===== src/hw/rtl/plm_pkg.sv =====
// Shared types and constants of the positional list engine.
package plm_pkg;

   // List storage geometry.
   localparam int CAPACITY   = 64;
   localparam int WORD_WIDTH = 32;
   localparam int IDX_W      = $clog2(CAPACITY);
   localparam int CNT_W      = $clog2(CAPACITY + 1);

   // Fixed field widths of the transfer structs.
   localparam int POS_W  = 7;
   localparam int DATA_W = 32;
   localparam int LEN_W  = 7;

   // Width used to compare a position against the entry count.
   localparam int CMP_W = (CNT_W > POS_W) ? CNT_W : POS_W;

   // Operation codes.
   typedef enum logic [1:0] {
      KIND_INSERT = 2'd0,
      KIND_REMOVE = 2'd1,
      KIND_READ   = 2'd2,
      KIND_CLEAR  = 2'd3
   } kind_type;

   // Result status codes.
   typedef enum logic [1:0] {
      STATUS_OK   = 2'd0,
      STATUS_OOB  = 2'd1,
      STATUS_FULL = 2'd2
   } status_type;

   typedef logic [WORD_WIDTH-1:0] word_type;

   // Request and response transfers.
   typedef struct packed {
      kind_type           kind;
      logic [POS_W-1:0]   position;
      logic [DATA_W-1:0]  value_in;
   } req_type;

   typedef struct packed {
      status_type         status;
      logic [DATA_W-1:0]  value_out;
      logic [LEN_W-1:0]   length_now;
   } rsp_type;

   // Per-cell update controls.
   typedef struct packed {
      logic load;
      logic take_left;
      logic take_right;
   } cell_ctrl_type;

endpackage


===== src/hw/rtl/plm_cell.sv =====
// One storage cell of the list: holds a word and trades it with its neighbors.
module plm_cell
   import plm_pkg::*;
(
   input  logic          clock,
   input  cell_ctrl_type ctrl,
   input  word_type      new_word,
   input  word_type      left_word,
   input  word_type      right_word,
   output word_type      word
);

   word_type word_ff;
   word_type word_in;

   // Select the next content: new word, the lower neighbor, the upper neighbor or hold.
   always_comb begin
      word_in = word_ff;
      if (ctrl.load) begin
         word_in = new_word;
      end else if (ctrl.take_left) begin
         word_in = left_word;
      end else if (ctrl.take_right) begin
         word_in = right_word;
      end
   end

   always_ff @(posedge clock) begin
      word_ff <= word_in;
   end

   assign word = word_ff;

endmodule


===== config.mk =====
export PLATFORM = sky130hd
export DESIGN_NAME = plm_cell
export DESIGN_NICKNAME = d
export VERILOG_FILES = /design/src/hw/rtl/plm_pkg.sv /design/src/hw/rtl/plm_cell.sv
export SDC_FILE = /design/constraint.sdc
export NUM_CORES = 1
export LEC_CHECK = 0
export BUFFER_PORTS_ARGS = -buffer_cell sky130_fd_sc_hd__buf_4
export CAP_MARGIN = 0
export CORE_MARGIN = 2
export CORE_UTILIZATION = 42
export DETAILED_ROUTE_END_ITERATION = 16
export PLACE_DENSITY_LB_ADDON = 0.2
export SETUP_SLACK_MARGIN = 0.02
export SLEW_MARGIN = 20
export SYNTH_ARGS = -nofsm -noshare
export SYNTH_HDL_FRONTEND = slang
export SYNTH_SLANG_ARGS = --single-unit
export TNS_END_PERCENT = 30

===== constraint.sdc =====
create_clock -name clock -period 5.15 [get_ports clock]
set_clock_uncertainty 0.2 [all_clocks]
set_input_delay 1.03 -clock clock [delete_from_list [all_inputs] [get_ports clock]]
set_output_delay 1.03 -clock clock [all_outputs]
set_load 0.005 [all_outputs]

==> summary.log <==
INFO  run_status     outcome=completed
INFO  critical_path  worst_setup_path_end_kind=flip-flop
INFO  timing         max_slew.worst_pin.slew=0.673ns
INFO  synthesis      number_of_synthesized_register_bits=32
INFO  clocking       cts-resized-gates=0
INFO  timing         finalHoldViolCount=0
INFO  power_and_ir_drop power.share.sequential=0.498
INFO  power_and_ir_drop p_int=0.000516W
INFO  timing         slew_headroom=0.551
INFO  critical_path  cp_data_required_time=4.99ns
INFO  routing        drcViolationCount=0
INFO  critical_path  worstPathArrival=2.46ns
INFO  placement      port_buffers=131
INFO  synthesis      yosysWarnings=0
INFO  die            floorplan.initialDensity=0.447
INFO  timing         slew_violations=0
INFO  cells_and_area synthToLayoutAreaGrowth=61.4%
INFO  global_routing global_route.usage.total=0.189
INFO  timing         fin_tns_setup=0ns
INFO  routing        drt_first_iter_violations=48
INFO  power_and_ir_drop power.leakage=1.32nW
INFO  critical_path  worstPathMaxFanout=33
INFO  power_and_ir_drop power.share.combinational=0.236
INFO  flow_run       timing.max_cap.violations=0
INFO  placement      gp_routability_congestion=0.701
INFO  hold_path      worst_hold_path_type=input pin to flip-flop
INFO  global_routing grt_antenna_before_repair=0
INFO  die            die-area=0.00450mm2
INFO  timing         timing.final.crit_period=2.62ns
INFO  cells_and_area final_core_util=0.721
INFO  timing         finalSetupViolCount=0
INFO  power_and_ir_drop clock_power_share=0.266
INFO  synthesis      synthesis.nets=240
INFO  clocking       htree_levels=2
INFO  hold_path      min_path_cells=3
INFO  die            die_width=67.1um
INFO  synthesis      synthDominantAreaCellType=edfxtp_1
INFO  global_routing gr-total-overflow=0
INFO  clocking       postCtsSetupBuffers=0
INFO  routing        drt-vias-per-instance=4.76
INFO  clocking       tritoncts_clock_tree=yes
INFO  global_routing grt_pass1_vias=1505
INFO  synthesis      post_synth_main_area_contributors=edfxtp_1 (57%), mux2i_1 (19%), o21ai_1 (9.0%)
INFO  global_routing grt_pass1_wl=6.29mm
INFO  clocking       postCtsHoldBufs=0
INFO  cells_and_area largest_register_ffs=32
INFO  synthesis      yosysUniqueCellTypes=10
INFO  synthesis      synth_ff_type=edfxtp_1
INFO  cells_and_area diodes=0
INFO  critical_path  startpoint_type=input pin
INFO  synthesis      synth_largest_type_area_fraction=0.574
INFO  timing         rsz0062_at_grt=false
INFO  cells_and_area post_route_cells_drive_above_1_share=0.513
INFO  power_and_ir_drop switching_power_share_of_the_total=0.221
INFO  clocking       cts_buffer_depth=2
INFO  routing        drt_first_pass_iters=4
INFO  synthesis      synth_sequential_area_ratio=0.574
INFO  synthesis      synth_enable_flop_cells=32
INFO  power_and_ir_drop power.net_switching=0.000146W
INFO  power_and_ir_drop irDropWorstVdd=0.204mV
INFO  critical_path  endpoint=word[10]
INFO  synthesis      synth_area=0.00167mm2
INFO  hold_path      min_from=new_word[16]
INFO  routing        antenna_nets_post_route=0
INFO  die            core_area=0.00374mm2
INFO  synthesis      netlist_top_cells_count=edfxtp_1 (32), mux2i_1 (32), nand2_1 (32)
INFO  routing        post_drt_wl_per_cell=13.0um
INFO  die            rows=22
INFO  synthesis      syn_area_per_cell=11.9um2
INFO  synthesis      async_flop_share=0
INFO  routing        sum_of_routed_wire_length_over_all_layers=4.14mm
INFO  critical_path  timing_worst_setup_path_type=input pin to flip-flop
INFO  timing         clock.fmax=381MHz
INFO  timing         period_share=0.509
INFO  clocking       cts_root_buf=clkbuf_8
INFO  cells_and_area finish.net_count=368
INFO  global_routing maximum_number_of_pins_on_one_net_before_global_route_repair=66
INFO  critical_path  cp-startpoint=ctrl[1]
INFO  clocking       tritoncts.num_buffers=5
INFO  clocking       cts_clk_pin_slew_worst_paths=0.06ns
INFO  clocking       clkSinkCount=32
INFO  die            vert_die_dim=67.1um
INFO  power_and_ir_drop power.density=245mW/mm2
INFO  routing        via_count=1508
INFO  synthesis      synth_cells=140
INFO  die            io_pins=132
-- kinds of logic after synthesis --
| group | synth area share |
|---|---|
| AO/OA/AOI/OAI | 0.0957 |
| multiplexers | 0.191 |
| AND/OR/NAND/NOR | 0.0755 |
| buffers and inverters | 0.0628 |
| flip-flops | 0.574 |
-- cells in the final DEF (no fill, tap or decap) --
cell type	Yosys	final
or3_2	0	1
nand2_1	32	32
edfxtp_1	32	32
clkbuf_8	0	5
mux2i_1	32	32
clkbuf_1	1	2
buf_4	0	132
o21ai_1	30	30
clkinv_1	0	1
o21ai_0	2	2
-- layout make-up --
cell class | instances | area (um2)
clock inverters | 1 | 3.75
multi-input cells | 97 | 608
clock buffers | 7 | 76.3
repair buffers | 132 | 991
flip-flops and latches | 32 | 961
fillers | 308 | 1040
well taps | 48 | 60.1
-- worst max-delay path, cell delays in order --
cell	delay (ns)
buf_4	0.28
or3_2	0.86
buf_4	0.28
-- per-stage QoR --
stage / worst slack, ns / instance area (um2) / std cells / total power (W) / hold slack [ns]
after floorplan: 2.61 / 1670 / 140 / 0.000389 / 1.02
after global placement: 1.88 / 2620 / 309 / 0.000489 / 1.11
after detailed placement: 2.24 / 2620 / 309 / 0.000494 / 1.12
after CTS: 2.53 / 2700 / 317 / 0.000669 / 0.835
after global routing: 2.43 / 2700 / 317 / 0.000696 / 0.835
final: 2.53 / 2700 / 317 / 0.000662 / 0.839
-- worst min-delay path by stage --
stage | slack (ns) | to
2_1_floorplan | 1.02 | word[30]
3_3_place_gp | 1.11 | word[29]
3_5_place_dp | 1.12 | word[29]
4_1_cts | 0.83 | word[22]
5_1_grt | 0.83 | word[22]
6_report | 0.84 | word[16]
-- routing by layer --
| metal | up-vias | track usage | share of wire |
|---|---|---|---|
| li1 | 762 | - | - |
| met1 | 673 | 0.184 | 0.34 |
| met2 | 69 | 0.359 | 0.55 |
| met3 | 4 | 0.0709 | 0.099 |
| met4 | 0 | 0.0663 | 0.013 |
| met5 | - | 0 | 0 |
-- power groups by stage --
stage | Combinational [W] | Clock [W] | Sequential (W)
floorplan | 0.0000502 | 0 | 0.000339
global route | 0.000171 | 0.000193 | 0.000332
detailed placement | 0.000158 | 0 | 0.000335
global placement | 0.000155 | 0 | 0.000334
CTS | 0.000159 | 0.000180 | 0.000330
finish | 0.000156 | 0.000176 | 0.000330
Power figures use the tool's default switching activity.
